## src/sv/hmlp_fifo.sv

```systemverilog
// ----------------------------------------------------------------------------
// hmlp_fifo
// Two-entry queue between the hashing front end and the probing back end.
// ----------------------------------------------------------------------------
module hmlp_fifo #(
   parameter int unsigned WIDTH = 8
) (
   input  logic             clock,
   input  logic             reset,
   input  logic             push,
   input  logic [WIDTH-1:0] push_data,
   output logic             full,
   input  logic             pop,
   output logic [WIDTH-1:0] head_data,
   output logic             empty
);

   logic [WIDTH-1:0] entry_ff [2];
   logic             wr_ptr_ff, wr_ptr_in;
   logic             rd_ptr_ff, rd_ptr_in;
   logic [1:0]       count_ff, count_in;

   assign full      = (count_ff == 2'd2);
   assign empty     = (count_ff == 2'd0);
   assign head_data = entry_ff[rd_ptr_ff];

   always_comb begin
      wr_ptr_in = wr_ptr_ff ^ (push & ~full);
      rd_ptr_in = rd_ptr_ff ^ (pop & ~empty);
      count_in  = count_ff + 2'((push & ~full)) - 2'((pop & ~empty));
   end

   always_ff @(posedge clock) begin
      if (reset) begin
         wr_ptr_ff <= 1'b0;
         rd_ptr_ff <= 1'b0;
         count_ff  <= 2'd0;
      end else begin
         wr_ptr_ff <= wr_ptr_in;
         rd_ptr_ff <= rd_ptr_in;
         count_ff  <= count_in;
      end
   end

   always_ff @(posedge clock) begin
      if (push && !full) begin
         entry_ff[wr_ptr_ff] <= push_data;
      end
   end

endmodule

```

## config.mk

```make
export PLATFORM = sky130hd
export DESIGN_NAME = hmlp_fifo
export DESIGN_NICKNAME = d
export VERILOG_FILES = /design/src/sv/hmlp_fifo.sv
export SDC_FILE = /design/constraint.sdc
export NUM_CORES = 1
export LEC_CHECK = 0
export BUFFER_PORTS_ARGS = -buffer_cell sky130_fd_sc_hd__buf_2
export CAP_MARGIN = 10
export CORE_UTILIZATION = 49
export DETAILED_ROUTE_END_ITERATION = 16
export PLACE_DENSITY = 0.73
export SYNTH_ARGS = -nofsm -noshare
export SYNTH_HDL_FRONTEND = slang
export SYNTH_SLANG_ARGS = --single-unit
```

## constraint.sdc

```tcl
create_clock -name clock -period 1.6 [get_ports clock]
set_input_delay 0.32 -clock clock [delete_from_list [all_inputs] [get_ports clock]]
set_output_delay 0.32 -clock clock [all_outputs]
set_load 0.01 [all_outputs]
```

==> results.toml, run 1 <==
[synthesis]
synth_warnings = 0
ys_seq_elements = 20
ys_seq_area_share_pct = 69.8
netlist_area_sq_um = 803
syn_area_per_cell_sq_um = 16.7
yosys.cell_types.count = 13
syn-num-nets = 64
syn_inst = 48

[placed_design]
port_buffers = 21
place.gp.congestion = 0.648
dp_worst_setup_slack_ns = 0.130
hpwl_microns = 781

[global_route]
grt_pass1_vias = 446
grt_overflow = 0
grt_pass1_wl_microns = 1820
grt_start_max_net_pins = 12
grt_use_total_pct = 14.6
antenna_found_initial = 0

[floorplan]
fp.dieW_microns = 42.5
core_area_sq_mm = 0.00152
die_y_microns = 42.5
rows = 14
dieArea_sq_mm = 0.00181
start_util_pct = 52.7
ios = 22

[setup_path]
worstSetupEndpointType = "output port"
crit-reg2reg-launch = "count_ff[1]"
r2r_end = "count_ff[1]"
r2r_cells = 7
cp_data_required_time_ns = 1.28
path_class = "reg -> out"
r2r_setup_slack_ns = 0.15
start_kind = "register"
worstPathArrival_ns = 1.20
cp_max_fo = 10

[route]
drcViolationCount = 0
via_count = 434
drt-total-wl_microns = 1070
drtIter0Drc = 2
drtPass1Iterations = 3
ant_nets = 0
wl_per_cell_microns = 12.1
viasPerCell = 4.93

[timing]
hold_viol = 0
rsz0062_at_grt = "false"
fin_skew_ns = 0.00200
tns_ns = 0
slew_violations = 0
max_freq_mhz = 657
hold_ws_ns = 0.214
setup_viol = 0
min_period_ns = 1.52
max_slew_margin_pct = 74.3
finalCritPeriodShare_pct = 95.1
worst_pin_slew_ns = 0.386
fin_ws_ns = 0.0782

[clock_network]
h-tree-depth = 1
tritoncts = "built"
clockBufferDepth = 2
cts_buffers = 3
cts_root_buf = "clkbuf_4"
clk_latency_ns = 0.29
clk_pin_slew_ns = 0.10
clkSinkCount = 20

[worst_hold_path]
holdPathStages = 1
min_from = "push_data[6]"
hold_end = "entry_ff[1][6]"
min_path_type = "in -> reg"

[layout]
syn_to_final_growth_pct = 20.1
fin_util_pct = 63.3
drive_gt1_share_pct = 50.0
insertedDiodeCount = 0
nets = 89

[run]
maxCapViolCount = 0

[power_and_ir_drop]
power.total_uw = 1410
ir_drop_uv = 812
power.density_mw_per_mm2 = 1470
p_leak_uw = 0.000406

[outcome]
status = "finished, final reports clean"
cells in the final DEF, fill, tap and decap left out:
cell,count
nand2_1,1
o21a_1,1
nor2_1,4
and2_1,1
dfxtp_1,2
or2b_1,1
ha_1,4
clkbuf_4,3
inv_1,3
dfxtp_4,1
mux2_2,9
nor2b_1,2
dfxtp_2,1
buf_2,21
clkbuf_8,1
edfxtp_1,16
xnor3_1,1
worst max-delay path: stages (launching register included):
cell     delay [ns]
dfxtp_4        0.43
mux2_2         0.35
buf_2          0.14
metal layers:
| layer | routed length, microns | up-vias | track usage (%) |
|---|---|---|---|
| li1 | - | 220 | - |
| met5 | 0 | - | 0 |
| met4 | 0 | 0 | 8.75 |
| met2 | 554 | 12 | 25.2 |
| met1 | 475 | 202 | 14.8 |
| met3 | 39 | 0 | 5.17 |
how the worst max path moves through the flow:
stage	start	to	slack [ns]	cells past startpoint
3_3_place_gp	count_ff[0]	entry_ff[0][2]	0.19	3
2_1_floorplan	count_ff[1]	count_ff[1]	0.23	7
3_5_place_dp	count_ff[1]	count_ff[1]	0.13	7
5_1_grt	rd_ptr_ff	head_data[1]	0.02	2
4_1_cts	rd_ptr_ff	head_data[5]	0.006	2
6_report	rd_ptr_ff	head_data[1]	0.08	2
power breakdown:
part           switching, uW  internal, uW  total, uW  leakage, uW
Sequential              57.5           673        730     0.000184
Clock                    138           138        277    0.0000210
Combinational            181           227        408     0.000201
through the flow:
stage | std cells | cell area, sq um
4_1_cts | 88 | 961
6_report | 88 | 965
3_3_place_gp | 84 | 923
5_1_grt | 88 | 965
2_1_floorplan | 48 | 803
3_5_place_dp | 84 | 923
synthesized netlist by cell type:
cell type | instances | share of area, %
edfxtp_1 | 16 | 60
mux2_2 | 9 | 13
dfxtp_1 | 4 | 10
ha_1 | 4 | 6.2
nor2_1 | 4 | 1.9
inv_1 | 3 | 1.4
nor2b_1 | 2 | 1.6
and2_1 | 1 | 0.78
buf_2 | 1 | 0.62
nand2_1 | 1 | 0.47
o21a_1 | 1 | 0.93
or2b_1 | 1 | 0.93
xnor3_1 | 1 | 2.8
repair_timing:
action,4_1_cts,5_1_grt
resized for setup,1,2
setup buffers,0,0
setup endpoints to repair,8,9
hold buffers,0,0
state kept, by name, indices dropped and copies added, names as in the netlist:
| register | cells |
|---|---|
| count_ff | 2 |
| entry_ff | 16 |
| rd_ptr_ff | 1 |
| wr_ptr_ff | 1 |
layout make-up:
class | instances | area (sq um)
repair buffers | 21 | 105
inverters | 3 | 11.3
flip-flops and latches | 20 | 566
well taps | 16 | 20.0
clock buffers | 4 | 36.3
multi-input cells | 24 | 226
fillers | 117 | 559
cells by family (layout without fill, tap and decap cells):
family,after synthesis,in the layout,synth area share (%)
compound gates,1,1,0.935
fa+ha+maj,4,4,6.23
buf+inv,4,28,2.02
flops,20,20,69.8
simple gates,9,9,5.61
xor+xnor,1,1,2.80
mux,9,9,12.6
No activity file was read; power rests on OpenSTA's default activity.
==> inputs of run 2 (changes only) <==
--- a/config.mk
+++ b/config.mk
@@ -5,7 +5,7 @@
 export SDC_FILE = /design/constraint.sdc
 export NUM_CORES = 1
 export LEC_CHECK = 0
-export BUFFER_PORTS_ARGS = -buffer_cell sky130_fd_sc_hd__buf_2
+export BUFFER_PORTS_ARGS = -buffer_cell sky130_fd_sc_hd__clkbuf_2
 export CAP_MARGIN = 10
 export CORE_UTILIZATION = 49
 export DETAILED_ROUTE_END_ITERATION = 16
==> results.toml, run 2 (synthesis gave the netlist of run 1 again) <==
[global_route]
grt_overflow = 0
grt_pass1_wl_microns = 1770
grt_use_total_pct = 14.3
antenna_found_initial = 0
grt_start_max_net_pins = 12
grt_pass1_vias = 433

[clock_network]
cts.hold.buffers_added = 0
h-tree-depth = 1
clk_latency_ns = 0.29
clk_pin_slew_ns = 0.10
cts_root_buf = "clkbuf_4"
cts_buffers = 3
post_cts.repair.setup_buffers = 0
clockBufferDepth = 2
clkSinkCount = 20
tritoncts = "built"

[timing]
fin_skew_ns = 0.00106
tns_ns = 0
rsz0062_at_grt = "false"
fin_ws_ns = 0.0784
hold_viol = 0
min_period_ns = 1.52
finalCritPeriodShare_pct = 95.1
max_freq_mhz = 657
setup_viol = 0
slew_violations = 0
worst_pin_slew_ns = 0.394
hold_ws_ns = 0.207
max_slew_margin_pct = 73.7

[power_and_ir_drop]
power.density_mw_per_mm2 = 1470
ir_drop_uv = 949
p_leak_uw = 0.000410

[worst_hold_path]
min_path_type = "in -> reg"

[layout]
syn_to_final_growth_pct = 20.1
drive_gt1_share_pct = 50.0
largest_register_ffs = 16
insertedDiodeCount = 0
final_cell_mix = "clkbuf_2 (21), edfxtp_1 (16), mux2_2 (9)"
top_regs = "entry_ff: 16 flops, count_ff: 2 flops"
nets = 89
final_common_cell = "clkbuf_2"
largest_register = "entry_ff"
fin_util_pct = 63.3

[setup_path]
cp_data_required_time_ns = 1.28
worstPathArrival_ns = 1.20
start_kind = "register"
path_class = "reg -> out"
cp_max_fo = 10
worstSetupEndpointType = "output port"

[floorplan]
die_y_microns = 42.5
fp.dieW_microns = 42.5
core_area_sq_mm = 0.00152
dieArea_sq_mm = 0.00181
ios = 22
rows = 14
start_util_pct = 52.7

[placed_design]
hpwl_microns = 765
port_buffers = 21
place.gp.congestion = 0.645
dp_worst_setup_slack_ns = 0.148

[outcome]
status = "finished, final reports clean"

[route]
ant_nets = 0
drcViolationCount = 0
highest_layer = "met4"
drtIter0Drc = 3
wl_per_cell_microns = 12.0
drtPass1Iterations = 2
viasPerCell = 5.00
wl_met1_microns = 425
met3_length_microns = 56
drt-total-wl_microns = 1060
wl_met2_microns = 546
via_count = 440

[run]
maxCapViolCount = 0
run 2: metal layers:
metal / track usage (%) / vias up
li1: - / 220
met1: 14.5 / 202
met2: 24.9 / 14
met4: 9.38 / 0
met5: 0 / -
met3: 4.31 / 4
run 2: per-stage QoR:
stage          instance area, sq um  cells  power (uW)
3_5_place_dp                    923     84        1150
5_1_grt                         965     88        1520
3_3_place_gp                    923     84        1140
6_report                        965     88        1420
2_1_floorplan                   803     48        1020
4_1_cts                         961     88        1430
run 2: path summary, 6_finish.rpt:
check / cells past startpoint / endpoint / start / slack, ns
worst max-delay path: 2 / head_data[6] / rd_ptr_ff / 0.08
worst min-delay path: 1 / entry_ff[1][6] / push_data[6] / 0.21
worst max register to register: 7 / count_ff[1] / count_ff[1] / 0.16
worst min register to register: 3 / wr_ptr_ff / wr_ptr_ff / 0.56
run 2: what timing repair did:
action                     in CTS  in global routing
cloned                          0                  0
gates resized for setup         1                  2
setup endpoints to repair       8                  9
pin swaps                       0                  0
hold endpoints to repair        0                  0
run 2: layout make-up:
type / instances / area (sq um)
tap: 16 / 20.0
sequential: 20 / 566
timing repair buffer: 21 / 105
fill: 115 / 559
clock buffer: 4 / 36.3
multi-input combinational: 24 / 226
inverter: 3 / 11.3
run 2: power breakdown:
part / total, uW / switching [uW] / internal [uW]
Sequential: 729 / 56.8 / 672
Combinational: 409 / 183 / 226
Clock: 282 / 143 / 139
run 2: critical path, cell delays in order, from the launching register on:
cell	delay, ns
dfxtp_4	0.43
mux2_2	0.35
clkbuf_2	0.13
