`src/sv/hmlp_pkg.sv`:
```
// ----------------------------------------------------------------------------
// hmlp_pkg
// Shared types and constants for the linear-probe hash map.
// ----------------------------------------------------------------------------
package hmlp_pkg;

   localparam int unsigned SLOTS_DEFAULT = 1024;
   localparam int unsigned CFG_W         = 11;

   localparam logic [CFG_W-1:0] MAX_ENTRIES_RESET = 11'd512;

   localparam logic [63:0] EMPTY_KEY = 64'hffff_ffff_ffff_ffff;
   localparam logic [63:0] MIX_A     = 64'd14029467366897019727;
   localparam logic [63:0] MIX_B     = 64'd1609587929392839161;

   localparam logic [1:0] STATUS_OK       = 2'd0;
   localparam logic [1:0] STATUS_FULL     = 2'd1;
   localparam logic [1:0] STATUS_RESERVED = 2'd2;

   localparam logic MODE_SET = 1'b0;

   typedef enum logic [1:0] {
      F_IDLE,
      F_MUL,
      F_MOD,
      F_PUSH
   } front_state_type;

   typedef enum logic [1:0] {
      B_CLEAR,
      B_IDLE,
      B_CHECK
   } back_state_type;

   // classified request, as handed from front to back
   typedef struct packed {
      logic        mode;
      logic        reserved;
      logic [63:0] key;
      logic [63:0] value;
   } item_type;

endpackage

```
`src/sv/hmlp_front.sv`:
```
// ----------------------------------------------------------------------------
// hmlp_front
// Accepts requests, flags the reserved key and hashes the key to a home slot
// on one shared 32x32 multiplier.
// ----------------------------------------------------------------------------
module hmlp_front #(
   parameter int unsigned SLOTS = hmlp_pkg::SLOTS_DEFAULT
) (
   input  logic                     clock,
   input  logic                     reset,
   input  logic                     enable,
   input  logic                     in_valid,
   output logic                     in_ready,
   input  logic                     in_mode,
   input  logic [63:0]              in_key,
   input  logic [63:0]              in_value,
   output logic                     q_push,
   output hmlp_pkg::item_type       q_item,
   output logic [$clog2(SLOTS)-1:0] q_home,
   input  logic                     q_full
);

   localparam int unsigned IDX_W = $clog2(SLOTS);
   localparam bit          POW2  = ((SLOTS & (SLOTS - 1)) == 0);
   // 2^32 mod SLOTS folds the high word; floor(2^32 / SLOTS) estimates the quotient
   localparam logic [31:0] RED_R   = 32'((64'd1 << 32) % 64'(SLOTS));
   localparam logic [31:0] RED_M   = 32'((64'd1 << 32) / 64'(SLOTS));
   localparam logic [31:0] SLOTS_W = 32'(SLOTS);

   hmlp_pkg::front_state_type st_ff, st_in;
   hmlp_pkg::item_type        item_ff, item_in;
   logic [63:0]       x_ff, x_in;
   logic [63:0]       acc_ff, acc_in;
   logic              phase_ff, phase_in;
   logic [1:0]        cnt_ff, cnt_in;
   logic [2:0]        step_ff, step_in;
   logic [IDX_W-1:0]  home_ff, home_in;
   logic [63:0]       mul_c;
   logic [31:0]       op_a, op_b;
   logic [63:0]       prod;
   logic [63:0]       sum;
   logic [63:0]       hash;
   logic [31:0]       red_fix;

   assign mul_c = phase_ff ? hmlp_pkg::MIX_B : hmlp_pkg::MIX_A;

   // multiplier operands: hash partial products, or the reduction steps
   always_comb begin
      op_a = (cnt_ff == 2'd1) ? x_ff[63:32] : x_ff[31:0];
      op_b = (cnt_ff == 2'd2) ? mul_c[63:32] : mul_c[31:0];
      if (st_ff == hmlp_pkg::F_MOD) begin
         if (step_ff < 3'd4) begin
            op_a = x_ff[63:32];
            op_b = RED_R;
         end else if (step_ff == 3'd4) begin
            op_a = x_ff[31:0];
            op_b = RED_M;
         end else begin
            op_a = acc_ff[31:0];
            op_b = SLOTS_W;
         end
      end
   end

   assign prod    = {32'd0, op_a} * {32'd0, op_b};
   assign sum     = (cnt_ff == 2'd0) ? prod : acc_ff + {prod[31:0], 32'd0};
   assign hash    = sum ^ (sum >> 32);
   assign red_fix = (x_ff[31:0] >= SLOTS_W) ? x_ff[31:0] - SLOTS_W : x_ff[31:0];

   assign in_ready = (st_ff == hmlp_pkg::F_IDLE) && enable;

   // next state
   always_comb begin
      st_in = st_ff;
      case (st_ff)
         hmlp_pkg::F_IDLE: begin
            if (in_valid && enable) st_in = hmlp_pkg::F_MUL;
         end
         hmlp_pkg::F_MUL: begin
            if (cnt_ff == 2'd2 && phase_ff) begin
               st_in = POW2 ? hmlp_pkg::F_PUSH : hmlp_pkg::F_MOD;
            end
         end
         hmlp_pkg::F_MOD: begin
            if (step_ff == 3'd6) st_in = hmlp_pkg::F_PUSH;
         end
         hmlp_pkg::F_PUSH: begin
            if (!q_full) st_in = hmlp_pkg::F_IDLE;
         end
         default: st_in = hmlp_pkg::F_IDLE;
      endcase
   end

   // datapath and outputs
   always_comb begin
      item_in  = item_ff;
      x_in     = x_ff;
      acc_in   = acc_ff;
      phase_in = phase_ff;
      cnt_in   = cnt_ff;
      step_in  = step_ff;
      home_in  = home_ff;
      q_push   = 1'b0;
      case (st_ff)
         hmlp_pkg::F_IDLE: begin
            item_in.mode     = in_mode;
            item_in.key      = in_key;
            item_in.value    = in_value;
            item_in.reserved = (in_key == hmlp_pkg::EMPTY_KEY);
            x_in     = in_key ^ (in_key >> 33);
            phase_in = 1'b0;
            cnt_in   = 2'd0;
         end
         hmlp_pkg::F_MUL: begin
            acc_in = sum;
            cnt_in = (cnt_ff == 2'd2) ? 2'd0 : cnt_ff + 2'd1;
            if (cnt_ff == 2'd2) begin
               if (!phase_ff) begin
                  x_in     = sum ^ (sum >> 29);
                  phase_in = 1'b1;
               end else begin
                  x_in    = hash;
                  home_in = POW2 ? hash[IDX_W-1:0] : '0;
                  step_in = 3'd0;
               end
            end
         end
         hmlp_pkg::F_MOD: begin
            // four folds of the high word bring the hash under 2^32, then
            // quotient estimate, remainder, and one corrective subtract
            step_in = step_ff + 3'd1;
            if (step_ff < 3'd4) begin
               x_in = prod + {32'd0, x_ff[31:0]};
            end else if (step_ff == 3'd4) begin
               acc_in = {32'd0, prod[63:32]};
            end else if (step_ff == 3'd5) begin
               x_in = {32'd0, x_ff[31:0] - prod[31:0]};
            end else begin
               home_in = red_fix[IDX_W-1:0];
            end
         end
         hmlp_pkg::F_PUSH: begin
            q_push = 1'b1;
         end
         default: begin
         end
      endcase
   end

   assign q_item = item_ff;
   assign q_home = home_ff;

   always_ff @(posedge clock) begin
      if (reset) begin
         st_ff    <= hmlp_pkg::F_IDLE;
         phase_ff <= 1'b0;
         cnt_ff   <= 2'd0;
         step_ff  <= 3'd0;
      end else begin
         st_ff    <= st_in;
         phase_ff <= phase_in;
         cnt_ff   <= cnt_in;
         step_ff  <= step_in;
      end
   end

   always_ff @(posedge clock) begin
      item_ff <= item_in;
      x_ff    <= x_in;
      acc_ff  <= acc_in;
      home_ff <= home_in;
   end

endmodule

```
`config.mk`:
```
export PLATFORM = sky130hd
export DESIGN_NAME = hmlp_front
export DESIGN_NICKNAME = d
export VERILOG_FILES = /design/src/sv/hmlp_pkg.sv /design/src/sv/hmlp_front.sv
export SDC_FILE = /design/constraint.sdc
export NUM_CORES = 2
export LEC_CHECK = 0
export BUFFER_PORTS_ARGS = -buffer_cell sky130_fd_sc_hd__buf_2
export CAP_MARGIN = 20
export CORE_MARGIN = 2
export CORE_UTILIZATION = 60
export CTS_BUF_LIST = sky130_fd_sc_hd__clkbuf_8
export CTS_CLUSTER_DIAMETER = 40
export DETAILED_ROUTE_END_ITERATION = 10
export PLACE_DENSITY = 0.79
export SLEW_MARGIN = 20
export SYNTH_ARGS = -nofsm -noshare
export SYNTH_HDL_FRONTEND = slang
export SYNTH_SLANG_ARGS = --single-unit
```
`constraint.sdc`:
```
create_clock -name clock -period 14.9 [get_ports clock]
set_clock_uncertainty 0.15 [all_clocks]
set_input_delay 0.745 -clock clock [delete_from_list [all_inputs] [get_ports clock]]
set_output_delay 0.745 -clock clock [all_outputs]
set_load 0.01 [all_outputs]
```
==> flow_summary.yaml <==
worst_setup_path:
  cp-start-kind: "flop"
  r2r_slack_ns: 1.42
  path_max_fanout: 33
  cp-end-kind: "flop"
  rr_worst_depth: 33
  critPathTopFamily: "adder cells"
  cp_slowest_stage_delay_ns: 0.76
  cpMostUsedCell: "fa_1"
  cp.buffers_inverters: 3
  slowest_stage: "nor2_1"
  worstPathRequired_ns: 15.04
  r2r-start: "cnt_ff[0]"
  r2r_end: "x_ff[60]"
  crit_arrival_ns: 13.63
  crit_type: "flop to flop"
sta:
  rsz0062_at_grt: "no"
  setup_violations: 0
  fin_crit_ns: 13.48
  setup_ws_ns: 1.416
  worst_pin_slew_ns: 1.264
  report.final.slew_viol_count: 0
  finalCritPeriodShare: 0.9050
  maxSlewHeadroom: 0.1543
  fmax_ghz: 0.07416
  tns_ns: 0
  finalHoldViolCount: 0
grt:
  grt-ovfl-total: 0
  antenna_found_initial: 4
  grt_max_degree: 84
  first_global_vias: 42380
  grt_first_pass_wirelength_um: 283700
  track_usage: 0.4583
logic_synthesis:
  synth_most_common_cell: "inv_1"
  yosysSeqAreaShare: 0.1640
  avgSynthCellArea_sq_um: 9.408
  synth_ff_type: "edfxtp_1"
  synthTopCellsByCount: "1069 x inv_1, 817 x fa_1, 459 x nand2_1"
  yosysWarnings: 0
  ys_ff_latch: 276
  async_reset_ff_frac: 0
  yosysUniqueCellTypes: 106
  synthDominantCellAreaShare: 0.3267
  syn_area_sq_mm: 0.05006
  synth_edf_count: 268
  yosys.area.top_type: "fa_1"
  syn_nets: 6721
  netlist_instances: 5321
  synth.area.top_cells: "fa_1 33%, edfxtp_1 16%, ha_1 11%"
clocking:
  ctsHoldBuffers: 0
  cts-resized-gates: 0
  post_cts_buffers: 0
  cts_buffers: 42
  h-tree-depth: 2
  clk-insertion-delay-late_ns: 0.62
  clock_sinks: 276
  root_buffer: "clkbuf_8"
  clkSlewWorstSetupHoldPaths_ns: 0.07
  clk_path_buf_depth: 3
  cts_tree: "done"
routing:
  vias: 42020
  wl_um: 193900
  firstDrtPassIters: 8
  postRouteAntennaNets: 0
  vias_per_cell: 6.326
  met3_length_um: 24630
  m1WireLength_um: 72170
  drt-initial-drc-count: 5812
  drc: 0
  wl_per_cell_um: 29.19
  dr_wl_met2_um: 81830
  top_layer_used: "met5"
floorplanning:
  core_sq_mm: 0.08237
  die_area_sq_mm: 0.08576
  io_pins: 276
  die_y_um: 292.8
  rows: 105
  die_x_um: 292.8
  initial_core_util: 0.6077
place:
  pre_cts_ws_ns: 1.771
  placedInstanceArea_sq_mm: 0.05281
  io_buffers: 275
  hpwl_um: 164700
  globalplace.congestion: 1.115
  placed_cells: 6570
finish:
  drive_gt1_frac: 0.09838
  final_cells: 6642
  nets: 6944
  stdcell_area_sq_mm: 0.05354
  syn2layout_area_growth_pct: 6.946
flow_run:
  maxCapViolCount: 0
worst_hold_path:
  worstHoldEndpoint: "q_item[19]"
  hp-class: "input port to flop"
  hold-path-cell-count: 1
  worstHoldStart: "in_value[19]"
run_status:
  outcome: "finished clean"
-- sequential cells by signal (all words and copies together), names as in the netlist --
name,count
cnt_ff,2
acc_ff,64
x_ff,64
st_ff,2
phase_ff,1
q_home,10
q_item,130
step_ff,3
-- logic make-up (layout without fill, tap and decap cells) --
logic type	count (synthesis)	count (layout)	share of synthesized area
buffers and inverters	1261	1510	0.09578
AND/OR/NAND/NOR	1263	1263	0.1150
flip-flops	276	276	0.1640
adder cells (fa/ha/maj)	1266	1266	0.4390
AO/OA/AOI/OAI	842	842	0.1093
other	0	2	0
multiplexers	152	152	0.03124
XOR/XNOR	261	261	0.04581
-- cell usage in the layout (no fill, tap or decap), drive strengths merged, types with 72 or more instances in the layout --
cell type / netlist / final
xnor2: 170 / 170
xor2: 91 / 91
a21o: 72 / 72
a21oi: 269 / 269
inv: 1072 / 1083
ha: 449 / 449
nor2: 435 / 435
edfxtp: 268 / 268
mux2i: 118 / 118
fa: 817 / 817
o21ai: 186 / 186
buf: 58 / 364
nand2: 460 / 460
-- how the worst max path moves through the flow --
stage / end / startpoint / cells past startpoint
final: x_ff[60] / cnt_ff[0] / 33
after global routing: x_ff[60] / cnt_ff[0] / 33
after CTS: x_ff[60] / cnt_ff[0] / 33
after detailed placement: x_ff[60] / cnt_ff[0] / 33
after global placement: x_ff[60] / cnt_ff[0] / 33
after floorplan: x_ff[57] / cnt_ff[0] / 42
-- metrics by stage --
| stage | hold slack, ns | utilization |
|---|---|---|
| CTS | 0.1448 | 0.6498 |
| floorplan | 0.3809 | - |
| global placement | 0.4115 | 0.6408 |
| global route | 0.1450 | 0.6499 |
| finish | 0.1718 | 0.6499 |
| detailed placement | 0.4270 | 0.6411 |
-- layer usage --
layer / vias up / GRT usage
li1: 17720 / -
met1: 20500 / 0.6167
met2: 3067 / 0.6697
met3: 719 / 0.1209
met4: 2 / 0.2712
met5: - / 0
-- cell type report --
cell class / instances / area (sq um)
antenna: 2 / 5.005
timing repair buffer: 364 / 2048
fill: 6981 / 28840
clock buffer: 42 / 578.1
tap: 1070 / 1339
inverter: 1076 / 4039
multi-input combinational: 3784 / 37170
clock inverter: 28 / 142.6
sequential: 276 / 8213
Power is left out: the tool's default activity adds up to more than one toggle a clock period on the data nets, which glitch-free logic cannot reach.
